### src/rtl/core/idsu_pkg.sv
// ----------------------------------------------------------------------------
// idsu_pkg: shared types and constants of the interpolating upconverter
// Field widths, fixed-point formats, register codes and the queue entry.
// ----------------------------------------------------------------------------
package idsu_pkg;

  // field and register widths
  localparam int SAMPLE_W   = 16;
  localparam int FRAC_W     = 16;
  localparam int LEVEL_W    = 4;
  localparam int FACTOR_W   = 10;
  localparam int T_FRAC     = 24;
  localparam int T_W        = T_FRAC + 1;
  localparam int INV_W      = 25;

  // datapath widths
  localparam int DIFF_W     = SAMPLE_W + 1;
  localparam int TPROD_W    = FACTOR_W + INV_W;
  localparam int PROD_W     = DIFF_W + T_W + 1;
  localparam int SCALE_W    = PROD_W + LEVEL_W;
  localparam int SHIFT      = T_FRAC + SAMPLE_W - FRAC_W;
  localparam int VALUE_W    = FRAC_W + LEVEL_W + 2;
  localparam int QRAW_W     = VALUE_W - FRAC_W;
  localparam int ERR_W      = FRAC_W + 2;

  localparam logic [TPROD_W-1:0] T_ONE = TPROD_W'(1) << T_FRAC;
  localparam int LEVEL_MID  = 1 << (LEVEL_W - 1);
  localparam int LEVEL_TOP  = (1 << LEVEL_W) - 1;

  // configuration port
  localparam int APB_ADDR_W = 3;
  localparam int APB_DATA_W = 32;
  localparam logic REG_FACTOR = 1'b0;
  localparam logic REG_INV    = 1'b1;
  localparam logic [FACTOR_W-1:0] FACTOR_RST = FACTOR_W'(520);
  localparam logic [INV_W-1:0]    INV_RST    = INV_W'(32264);

  // command queue
  localparam int QUEUE_DEPTH = 2;
  localparam int QPTR_W      = $clog2(QUEUE_DEPTH);
  localparam int QCNT_W      = $clog2(QUEUE_DEPTH + 1);

  typedef enum logic [0:0] {
    OP_SAMPLE = 1'b0,
    OP_TICK   = 1'b1
  } op_e;

  typedef struct packed {
    op_e                        op;
    logic signed [SAMPLE_W-1:0] sample;
  } entry_t;

  typedef struct packed {
    logic [FACTOR_W-1:0] factor;
    logic [INV_W-1:0]    inv;
  } cfg_t;

endpackage

### src/rtl/core/idsu_if.sv
// ----------------------------------------------------------------------------
// idsu_if: valid/ready channels of the interpolating upconverter
// Input channel carries command and sample, output channel the level.
// ----------------------------------------------------------------------------
interface idsu_in_if;
  logic                                 valid;
  logic                                 ready;
  logic                                 command;
  logic signed [idsu_pkg::SAMPLE_W-1:0] sample;

  modport source (output valid, output command, output sample, input ready);
  modport sink   (input valid, input command, input sample, output ready);
endinterface

interface idsu_out_if;
  logic                          valid;
  logic                          ready;
  logic [idsu_pkg::LEVEL_W-1:0]  level;

  modport source (output valid, output level, input ready);
  modport sink   (input valid, input level, output ready);
endinterface

### src/rtl/core/interpolating_delta_sigma_upconverter.sv
// ----------------------------------------------------------------------------
// interpolating_delta_sigma_upconverter: interpolator with delta-sigma output
// Linear interpolation between held samples, first-order noise shaping.
// ----------------------------------------------------------------------------
//
//  channel   dir  handshake      payload
//  item_i    in   valid/ready    command (1b), sample (16b signed)
//  result_o  out  valid/ready    level (4b)
//  apb       in   psel/penable   paddr (3b), pwdata/prdata (32b), pready tied high
//
//  a sample transaction is taken in the idle state, a tick runs four steps
//  (weight multiply, difference multiply, sum, quantize); no new transaction
//  is taken until the tick's quantize step completes
//  a two-entry queue decouples input acceptance from the back end
//  a tick waits in its quantize step while the output register is held
//  reset clears the sample pair, phase, error and registers to their defaults
//
module interpolating_delta_sigma_upconverter (
  input  logic                              clk_i,
  input  logic                              rst_ni,
  idsu_in_if.sink                           item_i,
  idsu_out_if.source                        result_o,
  input  logic                              psel,
  input  logic                              penable,
  input  logic                              pwrite,
  input  logic [idsu_pkg::APB_ADDR_W-1:0]   paddr,
  input  logic [idsu_pkg::APB_DATA_W-1:0]   pwdata,
  output logic [idsu_pkg::APB_DATA_W-1:0]   prdata,
  output logic                              pready
);

  idsu_pkg::cfg_t   cfg;
  idsu_pkg::entry_t q_entry;
  logic             q_valid;
  logic             pop;

  assign pready = 1'b1;

  // configuration registers
  idsu_cfg u_cfg (
    .clk_i   (clk_i),
    .rst_ni  (rst_ni),
    .psel    (psel),
    .penable (penable),
    .pwrite  (pwrite),
    .paddr   (paddr),
    .pwdata  (pwdata),
    .prdata  (prdata),
    .cfg_o   (cfg)
  );

  // front end: accept and queue
  idsu_front u_front (
    .clk_i     (clk_i),
    .rst_ni    (rst_ni),
    .item_i    (item_i),
    .pop_i     (pop),
    .q_valid_o (q_valid),
    .q_entry_o (q_entry)
  );

  // back end: interpolate and quantize
  idsu_back u_back (
    .clk_i     (clk_i),
    .rst_ni    (rst_ni),
    .cfg_i     (cfg),
    .q_valid_i (q_valid),
    .q_entry_i (q_entry),
    .pop_o     (pop),
    .result_o  (result_o)
  );

endmodule

### src/rtl/core/idsu_cfg.sv
// ----------------------------------------------------------------------------
// idsu_cfg: configuration registers
// Holds interpolation factor and its inverse, written over the APB port.
// ----------------------------------------------------------------------------
module idsu_cfg (
  input  logic                              clk_i,
  input  logic                              rst_ni,
  input  logic                              psel,
  input  logic                              penable,
  input  logic                              pwrite,
  input  logic [idsu_pkg::APB_ADDR_W-1:0]   paddr,
  input  logic [idsu_pkg::APB_DATA_W-1:0]   pwdata,
  output logic [idsu_pkg::APB_DATA_W-1:0]   prdata,
  output idsu_pkg::cfg_t                    cfg_o
);

  logic [idsu_pkg::FACTOR_W-1:0] factor_q;
  logic [idsu_pkg::INV_W-1:0]    inv_q;
  logic                          wr_en;
  logic                          reg_sel;

  assign wr_en   = psel & penable & pwrite;
  assign reg_sel = paddr[2];

  // register writes
  always_ff @(posedge clk_i or negedge rst_ni) begin
    if (!rst_ni) begin
      factor_q <= idsu_pkg::FACTOR_RST;
      inv_q    <= idsu_pkg::INV_RST;
    end else if (wr_en) begin
      case (reg_sel)
        idsu_pkg::REG_FACTOR: factor_q <= pwdata[idsu_pkg::FACTOR_W-1:0];
        idsu_pkg::REG_INV:    inv_q    <= pwdata[idsu_pkg::INV_W-1:0];
        default: ;
      endcase
    end
  end

  // read back, misaligned addresses read as zero
  always_comb begin
    prdata = '0;
    if (paddr[1:0] == 2'b00) begin
      case (reg_sel)
        idsu_pkg::REG_FACTOR: prdata = idsu_pkg::APB_DATA_W'(factor_q);
        idsu_pkg::REG_INV:    prdata = idsu_pkg::APB_DATA_W'(inv_q);
        default:              prdata = '0;
      endcase
    end
  end

  assign cfg_o.factor = factor_q;
  assign cfg_o.inv    = inv_q;

endmodule

### src/rtl/core/idsu_front.sv
// ----------------------------------------------------------------------------
// idsu_front: input acceptance and command queue
// Classifies each transaction as sample or tick and queues it for the back end.
// ----------------------------------------------------------------------------
module idsu_front (
  input  logic             clk_i,
  input  logic             rst_ni,
  idsu_in_if.sink          item_i,
  input  logic             pop_i,
  output logic             q_valid_o,
  output idsu_pkg::entry_t q_entry_o
);

  idsu_pkg::entry_t                mem_q [idsu_pkg::QUEUE_DEPTH];
  logic [idsu_pkg::QPTR_W-1:0]     wr_ptr_q;
  logic [idsu_pkg::QPTR_W-1:0]     rd_ptr_q;
  logic [idsu_pkg::QCNT_W-1:0]     count_q;
  logic                            push;
  logic                            pop;
  idsu_pkg::entry_t                new_entry;

  assign item_i.ready = (count_q != idsu_pkg::QCNT_W'(idsu_pkg::QUEUE_DEPTH));
  assign push         = item_i.valid & item_i.ready;
  assign q_valid_o    = (count_q != '0);
  assign pop          = pop_i & q_valid_o;

  // classify the incoming transaction
  assign new_entry.op     = idsu_pkg::op_e'(item_i.command);
  assign new_entry.sample = item_i.sample;

  // queue storage
  always_ff @(posedge clk_i) begin
    if (push) begin
      mem_q[wr_ptr_q] <= new_entry;
    end
  end

  assign q_entry_o = mem_q[rd_ptr_q];

  // pointers and fill level
  always_ff @(posedge clk_i or negedge rst_ni) begin
    if (!rst_ni) begin
      wr_ptr_q <= '0;
      rd_ptr_q <= '0;
      count_q  <= '0;
    end else begin
      if (push) begin
        wr_ptr_q <= (wr_ptr_q == idsu_pkg::QPTR_W'(idsu_pkg::QUEUE_DEPTH - 1)) ?
                    '0 : wr_ptr_q + 1'b1;
      end
      if (pop) begin
        rd_ptr_q <= (rd_ptr_q == idsu_pkg::QPTR_W'(idsu_pkg::QUEUE_DEPTH - 1)) ?
                    '0 : rd_ptr_q + 1'b1;
      end
      case ({push, pop})
        2'b10:   count_q <= count_q + 1'b1;
        2'b01:   count_q <= count_q - 1'b1;
        default: count_q <= count_q;
      endcase
    end
  end

endmodule

### src/rtl/core/idsu_back.sv
// ----------------------------------------------------------------------------
// idsu_back: interpolator and noise-shaping quantizer
// Updates the sample pair on a sample, runs a four-step sequence per tick.
// ----------------------------------------------------------------------------
module idsu_back (
  input  logic             clk_i,
  input  logic             rst_ni,
  input  idsu_pkg::cfg_t   cfg_i,
  input  logic             q_valid_i,
  input  idsu_pkg::entry_t q_entry_i,
  output logic             pop_o,
  idsu_out_if.source       result_o
);

  localparam logic [1:0] ST_IDLE  = 2'd0;
  localparam logic [1:0] ST_MUL   = 2'd1;
  localparam logic [1:0] ST_SUM   = 2'd2;
  localparam logic [1:0] ST_QUANT = 2'd3;

  logic [1:0] state_q, state_d;

  // held state
  logic signed [idsu_pkg::SAMPLE_W-1:0] prev_q, latest_q;
  logic [idsu_pkg::FACTOR_W-1:0]        phase_q;
  logic signed [idsu_pkg::ERR_W-1:0]    err_q;

  // pipeline registers of one tick
  logic [idsu_pkg::TPROD_W-1:0]         tprod_q;
  logic signed [idsu_pkg::PROD_W-1:0]   prod_q;
  logic signed [idsu_pkg::PROD_W-1:0]   interp_q;

  // output register
  logic                                 out_valid_q;
  logic [idsu_pkg::LEVEL_W-1:0]         level_q;

  logic                                 is_tick;
  logic                                 done;
  logic [idsu_pkg::T_W-1:0]             t_clamped;
  logic signed [idsu_pkg::DIFF_W-1:0]   diff;
  logic signed [idsu_pkg::PROD_W-1:0]   prev_wide;
  logic signed [idsu_pkg::SCALE_W-1:0]  interp_ext;
  logic signed [idsu_pkg::SCALE_W-1:0]  interp15;
  logic signed [idsu_pkg::SCALE_W-1:0]  scaled_full;
  logic signed [idsu_pkg::VALUE_W-1:0]  value;
  logic signed [idsu_pkg::QRAW_W:0]     q_raw;
  logic [idsu_pkg::LEVEL_W-1:0]         level_d;
  logic signed [idsu_pkg::LEVEL_W:0]    level_ofs;
  logic signed [idsu_pkg::VALUE_W:0]    err_full;
  logic signed [idsu_pkg::ERR_W-1:0]    err_d;

  assign is_tick = (q_entry_i.op == idsu_pkg::OP_TICK);
  assign pop_o   = (state_q == ST_IDLE) & q_valid_i;
  assign done    = (state_q == ST_QUANT) & (~out_valid_q | result_o.ready);

  // interpolation weight, clamped to one
  assign t_clamped = (tprod_q > idsu_pkg::T_ONE) ? idsu_pkg::T_ONE[idsu_pkg::T_W-1:0] :
                     tprod_q[idsu_pkg::T_W-1:0];
  assign diff      = idsu_pkg::DIFF_W'(latest_q) - idsu_pkg::DIFF_W'(prev_q);
  assign prev_wide = idsu_pkg::PROD_W'(prev_q);

  // scale by 15/2^shift and add the fed-back error
  always_comb begin
    interp_ext  = idsu_pkg::SCALE_W'(interp_q);
    interp15    = (interp_ext <<< idsu_pkg::LEVEL_W) - interp_ext;
    scaled_full = interp15 >>> idsu_pkg::SHIFT;
    value       = scaled_full[idsu_pkg::VALUE_W-1:0] + idsu_pkg::VALUE_W'(err_q);
  end

  // quantize with saturation, then the new error
  always_comb begin
    q_raw = (idsu_pkg::QRAW_W+1)'(value >>> idsu_pkg::FRAC_W)
            + (idsu_pkg::QRAW_W+1)'(idsu_pkg::LEVEL_MID);
    if (q_raw < 0) begin
      level_d = '0;
    end else if (q_raw > (idsu_pkg::QRAW_W+1)'(idsu_pkg::LEVEL_TOP)) begin
      level_d = idsu_pkg::LEVEL_W'(idsu_pkg::LEVEL_TOP);
    end else begin
      level_d = q_raw[idsu_pkg::LEVEL_W-1:0];
    end
    level_ofs = $signed({1'b0, level_d}) - (idsu_pkg::LEVEL_W+1)'(idsu_pkg::LEVEL_MID);
    err_full  = (idsu_pkg::VALUE_W+1)'(value)
                - ((idsu_pkg::VALUE_W+1)'(level_ofs) <<< idsu_pkg::FRAC_W);
    if (err_full > (idsu_pkg::VALUE_W+1)'((1 <<< (idsu_pkg::ERR_W - 1)) - 1)) begin
      err_d = {1'b0, {(idsu_pkg::ERR_W-1){1'b1}}};
    end else if (err_full < -(idsu_pkg::VALUE_W+1)'(1 <<< (idsu_pkg::ERR_W - 1))) begin
      err_d = {1'b1, {(idsu_pkg::ERR_W-1){1'b0}}};
    end else begin
      err_d = err_full[idsu_pkg::ERR_W-1:0];
    end
  end

  // sequencer
  always_comb begin
    state_d = state_q;
    case (state_q)
      ST_IDLE:  if (pop_o && is_tick) state_d = ST_MUL;
      ST_MUL:   state_d = ST_SUM;
      ST_SUM:   state_d = ST_QUANT;
      ST_QUANT: if (done) state_d = ST_IDLE;
      default:  state_d = ST_IDLE;
    endcase
  end

  // control and held state
  always_ff @(posedge clk_i or negedge rst_ni) begin
    if (!rst_ni) begin
      state_q     <= ST_IDLE;
      prev_q      <= '0;
      latest_q    <= '0;
      phase_q     <= '0;
      err_q       <= '0;
      out_valid_q <= 1'b0;
    end else begin
      state_q <= state_d;
      if (pop_o && !is_tick) begin
        prev_q   <= latest_q;
        latest_q <= q_entry_i.sample;
        phase_q  <= '0;
      end
      if (done) begin
        err_q       <= err_d;
        out_valid_q <= 1'b1;
        if (phase_q < cfg_i.factor) begin
          phase_q <= phase_q + 1'b1;
        end
      end else if (result_o.ready) begin
        out_valid_q <= 1'b0;
      end
    end
  end

  // tick datapath
  always_ff @(posedge clk_i) begin
    if (pop_o) begin
      tprod_q <= idsu_pkg::TPROD_W'(phase_q) * idsu_pkg::TPROD_W'(cfg_i.inv);
    end
    if (state_q == ST_MUL) begin
      prod_q <= idsu_pkg::PROD_W'(diff) * idsu_pkg::PROD_W'($signed({1'b0, t_clamped}));
    end
    if (state_q == ST_SUM) begin
      interp_q <= (prev_wide <<< idsu_pkg::T_FRAC) + prod_q;
    end
    if (done) begin
      level_q <= level_d;
    end
  end

  assign result_o.valid = out_valid_q;
  assign result_o.level = level_q;

endmodule

### src/flat_wrapper.sv
// flat-port wrapper written by rule: the top's interface ports become plain ports
module interpolating_delta_sigma_upconverter_flat 
  (clk_i, rst_ni, psel, penable, pwrite, paddr, pwdata, prdata, pready, item_i_valid, item_i_command, item_i_sample, item_i_ready, result_o_valid, result_o_level, result_o_ready);
  idsu_in_if item_i_i ();
  idsu_out_if result_o_i ();
  input  logic clk_i;
  input  logic rst_ni;
  input  logic psel;
  input  logic penable;
  input  logic pwrite;
  input  logic [idsu_pkg::APB_ADDR_W-1:0] paddr;
  input  logic [idsu_pkg::APB_DATA_W-1:0] pwdata;
  output logic [idsu_pkg::APB_DATA_W-1:0] prdata;
  output logic pready;
  input wire logic [$bits(item_i_i.valid)-1:0] item_i_valid;
  input wire logic [$bits(item_i_i.command)-1:0] item_i_command;
  input wire logic [$bits(item_i_i.sample)-1:0] item_i_sample;
  output wire logic [$bits(item_i_i.ready)-1:0] item_i_ready;
  output wire logic [$bits(result_o_i.valid)-1:0] result_o_valid;
  output wire logic [$bits(result_o_i.level)-1:0] result_o_level;
  input wire logic [$bits(result_o_i.ready)-1:0] result_o_ready;
  assign item_i_i.valid = item_i_valid;
  assign item_i_i.command = item_i_command;
  assign item_i_i.sample = item_i_sample;
  assign item_i_ready = item_i_i.ready;
  assign result_o_valid = result_o_i.valid;
  assign result_o_level = result_o_i.level;
  assign result_o_i.ready = result_o_ready;
  interpolating_delta_sigma_upconverter u_core (.clk_i(clk_i), .rst_ni(rst_ni), .item_i(item_i_i), .result_o(result_o_i), .psel(psel), .penable(penable), .pwrite(pwrite), .paddr(paddr), .pwdata(pwdata), .prdata(prdata), .pready(pready));
endmodule
### config.mk
export PLATFORM = sky130hd
export DESIGN_NAME = interpolating_delta_sigma_upconverter_flat
export DESIGN_NICKNAME = d
export VERILOG_FILES = /design/src/rtl/core/idsu_pkg.sv /design/src/rtl/core/idsu_if.sv /design/src/rtl/core/interpolating_delta_sigma_upconverter.sv /design/src/rtl/core/idsu_cfg.sv /design/src/rtl/core/idsu_front.sv /design/src/rtl/core/idsu_back.sv /design/src/flat_wrapper.sv
export SDC_FILE = /design/constraint.sdc
export NUM_CORES = 2
export LEC_CHECK = 0
export BUFFER_PORTS_ARGS = -buffer_cell sky130_fd_sc_hd__buf_4
export CAP_MARGIN = 25
export CORE_UTILIZATION = 40
export DETAILED_ROUTE_END_ITERATION = 10
export GPL_ROUTABILITY_DRIVEN = 0
export PLACE_DENSITY = 0.63
export SLEW_MARGIN = 5
export SYNTH_ARGS = -nofsm -noshare
export SYNTH_HDL_FRONTEND = slang
export SYNTH_SLANG_ARGS = --single-unit
### constraint.sdc
create_clock -name clk_i -period 21 [get_ports clk_i]
set_clock_uncertainty 0.1 [all_clocks]
set_input_delay 2.1 -clock clk_i [delete_from_list [all_inputs] [get_ports clk_i]]
set_output_delay 2.1 -clock clk_i [all_outputs]
set_load 0.1 [all_outputs]
==> metrics <==
status complete, no violations; main combinational cell family by area after synthesis adder cells; synth warn 0; crit path buf inv count 4; Chip Height 297 um; endpoint type of the worst setup path flop; register area share after synthesis 21.0%; antenna violations before repair 0; DRC errors left 0; cell mode on critical path fa_1; Area growth, synth to finish 8.28%; cell taking the most area after synthesis fa_1; fraction of layout cells with a size suffix above 1 7.19%; period utilisation layout 56.4%; number of setup violations in the final report 0; Top Ports 98; # resized after CTS 0; CTS root buffer clkbuf_16; fin worst setup slack 9.16 ns; Max-cap violations 0; Hold-fix buffers, CTS 0; clock sinks 261; DP HPWL 63100 um; Synth Cell Area 34900 um^2; first-pass GRT wire length 134000 um; post-synth top area share 30.4%; grt total ovfl 0; fin crit period 11.84 ns; Initial Util 40.7%; CP startpoint kind flop; Nets 4552; cell with the most instances after synthesis inv_1; final-layout fill cell count 8256; CP Class flop to flop; Post-DP Area 36700 um^2; DIE AREA 88300 um^2; vias per cell 5.10; DRT iter0 DRCs 1454; Min-Delay Path Class flop to flop; required time worst endpoint 21.27 ns; design area 37800 um^2; RSZ-0062 raised after global routing no; post-synthesis mux area share 2.16%; Slew HR 26.2%; router iterations before antenna repair 6; Post-synth EDFFs 159; kind of cell adding the most delay to the critical path compound AO/OA/AOI/OAI gates; Rows 107; slew at the pin with the worst max-slew slack 1.11 ns; fin. max-slew vios 0; post-CTS setup buffer count 0; Synth Area in Simple Gates 14.9%; DP Worst Slack 9.23 ns; Final Hold Fails 0; leading post-synthesis cells by cell area fa_1 30%, edfxtp_1 14%, ha_1 12%, dfrtp_1 6.7%, inv_1 6.4%; Worst-path clk slew 0.06 ns; Worst-Skew Late Latency 0.65 ns; Yosys cell types 70; total wire length 81800 um; routed len/inst 17.0 um; CTS tree done; Synth Area in Adders 42.3%; H-tree Lvls 1; Peak Freq 0.0845 GHz; #FFs+latches synth 261; core area 85700 um^2; Data arrival, critical path 12.10 ns; vias in the first global route 25400; xor and xnor area share after synthesis 3.43%; FFs w/ async S/R, synth 39.1%; syn_area_per_cell 9.60 um^2; port bufs 82; largest net degree at the start of global routing 73; crit-path max cell delay 0.63 ns; post-synthesis cell count 3632; vias 24500; clk buf depth 3; antenna viol nets, final 0; slowest cell on the critical path o41ai_1; Critical Path Fanout Max 25; Die W 297 um; complex-gate fraction of the synthesized area 7.78%; antenna fix cells 0; TritonCTS buffer count 30; GR Util All Layers 18.9%; Main synth FF type edfxtp_1; Synth top cells by count 599 x inv_1, 529 x fa_1, 477 x nand2_1; final setup TNS 0 ns
==> cells in the final DEF, fill, tap and decap left out, types with 19 or more instances in the layout <==
cell         n
buf_4      117
and2_1     154
ha_1       330
fa_1       529
clkbuf_16   30
dfrtp_1     93
inv_1      599
mux2i_1     29
a21o_1      39
a21oi_1    112
nor2_1     252
o21bai_1    19
nand2b_1    38
nor3_1      28
xor2_1      32
nand2_1    477
mux2_2      41
o21ai_0     96
nor2b_1     25
nand3_1     39
xnor2_1     95
o21a_1      32
edfxtp_1   159
and3_1      58
==> layout make-up <==
class / count / area [um^2] / share of cell area (%)
clock buffer: 36 / 793 / 2.10
clock inverter: 20 / 200 / 0.530
inverter: 599 / 2250 / 5.96
multi-input combinational: 2618 / 24700 / 65.5
sequential: 261 / 7340 / 19.4
tap: 1144 / 1430 / 3.79
timing repair buffer: 122 / 993 / 2.63
==> flip-flops by register name, indices dropped and copies added (netlist names), 4 cells and up <==
register	count
u_core.u_back.tprod_q	35
u_core.u_cfg.factor_q	10
u_core.u_back.interp_q	43
u_core.u_back.result_o.level	4
u_core.u_back.prod_q	43
u_core.u_back.latest_q	16
u_core.u_back.err_q	18
u_core.u_cfg.inv_q	25
u_core.u_back.prev_q	16
u_core.u_back.phase_q	10
u_core.u_front.mem_q	34
==> logic make-up (layout without fill, tap and decap cells) <==
kind of cell / after synthesis / count (layout)
and+or+nand+nor: 1131 / 1131
adders and majority gates: 861 / 861
buffers and inverters: 759 / 777
AOI/OAI and AO/OA: 413 / 413
DFF: 261 / 261
xor gates and xnor gates: 135 / 135
muxes: 70 / 70
other: 2 / 8
==> per-layer routing <==
metal  track usage [%]  share of wire [%]  wire length (um)  vias up
met1              25.2                 44             36000    12200
met3              3.58                6.3              5180      117
met2              31.5                 47             38300      628
met4              5.03                2.9              2350        0
met5                 0                  0                 0        -
li1                  -                  -                 -    11500
==> worst paths after layout <==
path / from / endpoint / slack (ns) / cells past startpoint
max: u_core.u_back.latest_q[0]$_DFFE_PN0P_ / u_core.u_back.prod_q[41]$_DFFE_PN_ / 9.16 / 41
min: u_core.u_back.prod_q[12]$_DFFE_PN_ / u_core.u_back.interp_q[12]$_DFFE_PP_ / 0.31 / 0
max reg2reg: u_core.u_back.latest_q[0]$_DFFE_PN0P_ / u_core.u_back.prod_q[41]$_DFFE_PN_ / 9.16 / 41
min reg2reg: u_core.u_back.prod_q[12]$_DFFE_PN_ / u_core.u_back.interp_q[12]$_DFFE_PP_ / 0.31 / 0
max in group asynchronous: rst_ni / u_core.u_cfg.inv_q[19]$_DFFE_PN0P_ / 18.11 / 2
min in group asynchronous: rst_ni / u_core.u_back.latest_q[1]$_DFFE_PN0P_ / 1.40 / 1
==> metrics by stage <==
stage          cells  hold WS [ns]  utilization (%)
2_1_floorplan   3638         0.300                -
3_3_place_gp    4738         0.301             42.8
3_5_place_dp    4741         0.305             42.8
4_1_cts         4797         0.312             44.0
5_1_grt         4800         0.322             44.1
6_report        4800         0.314             44.1
Power is left out: the tool's default activity adds up to more than one toggle a clock period on the data nets, which glitch-free logic cannot reach.
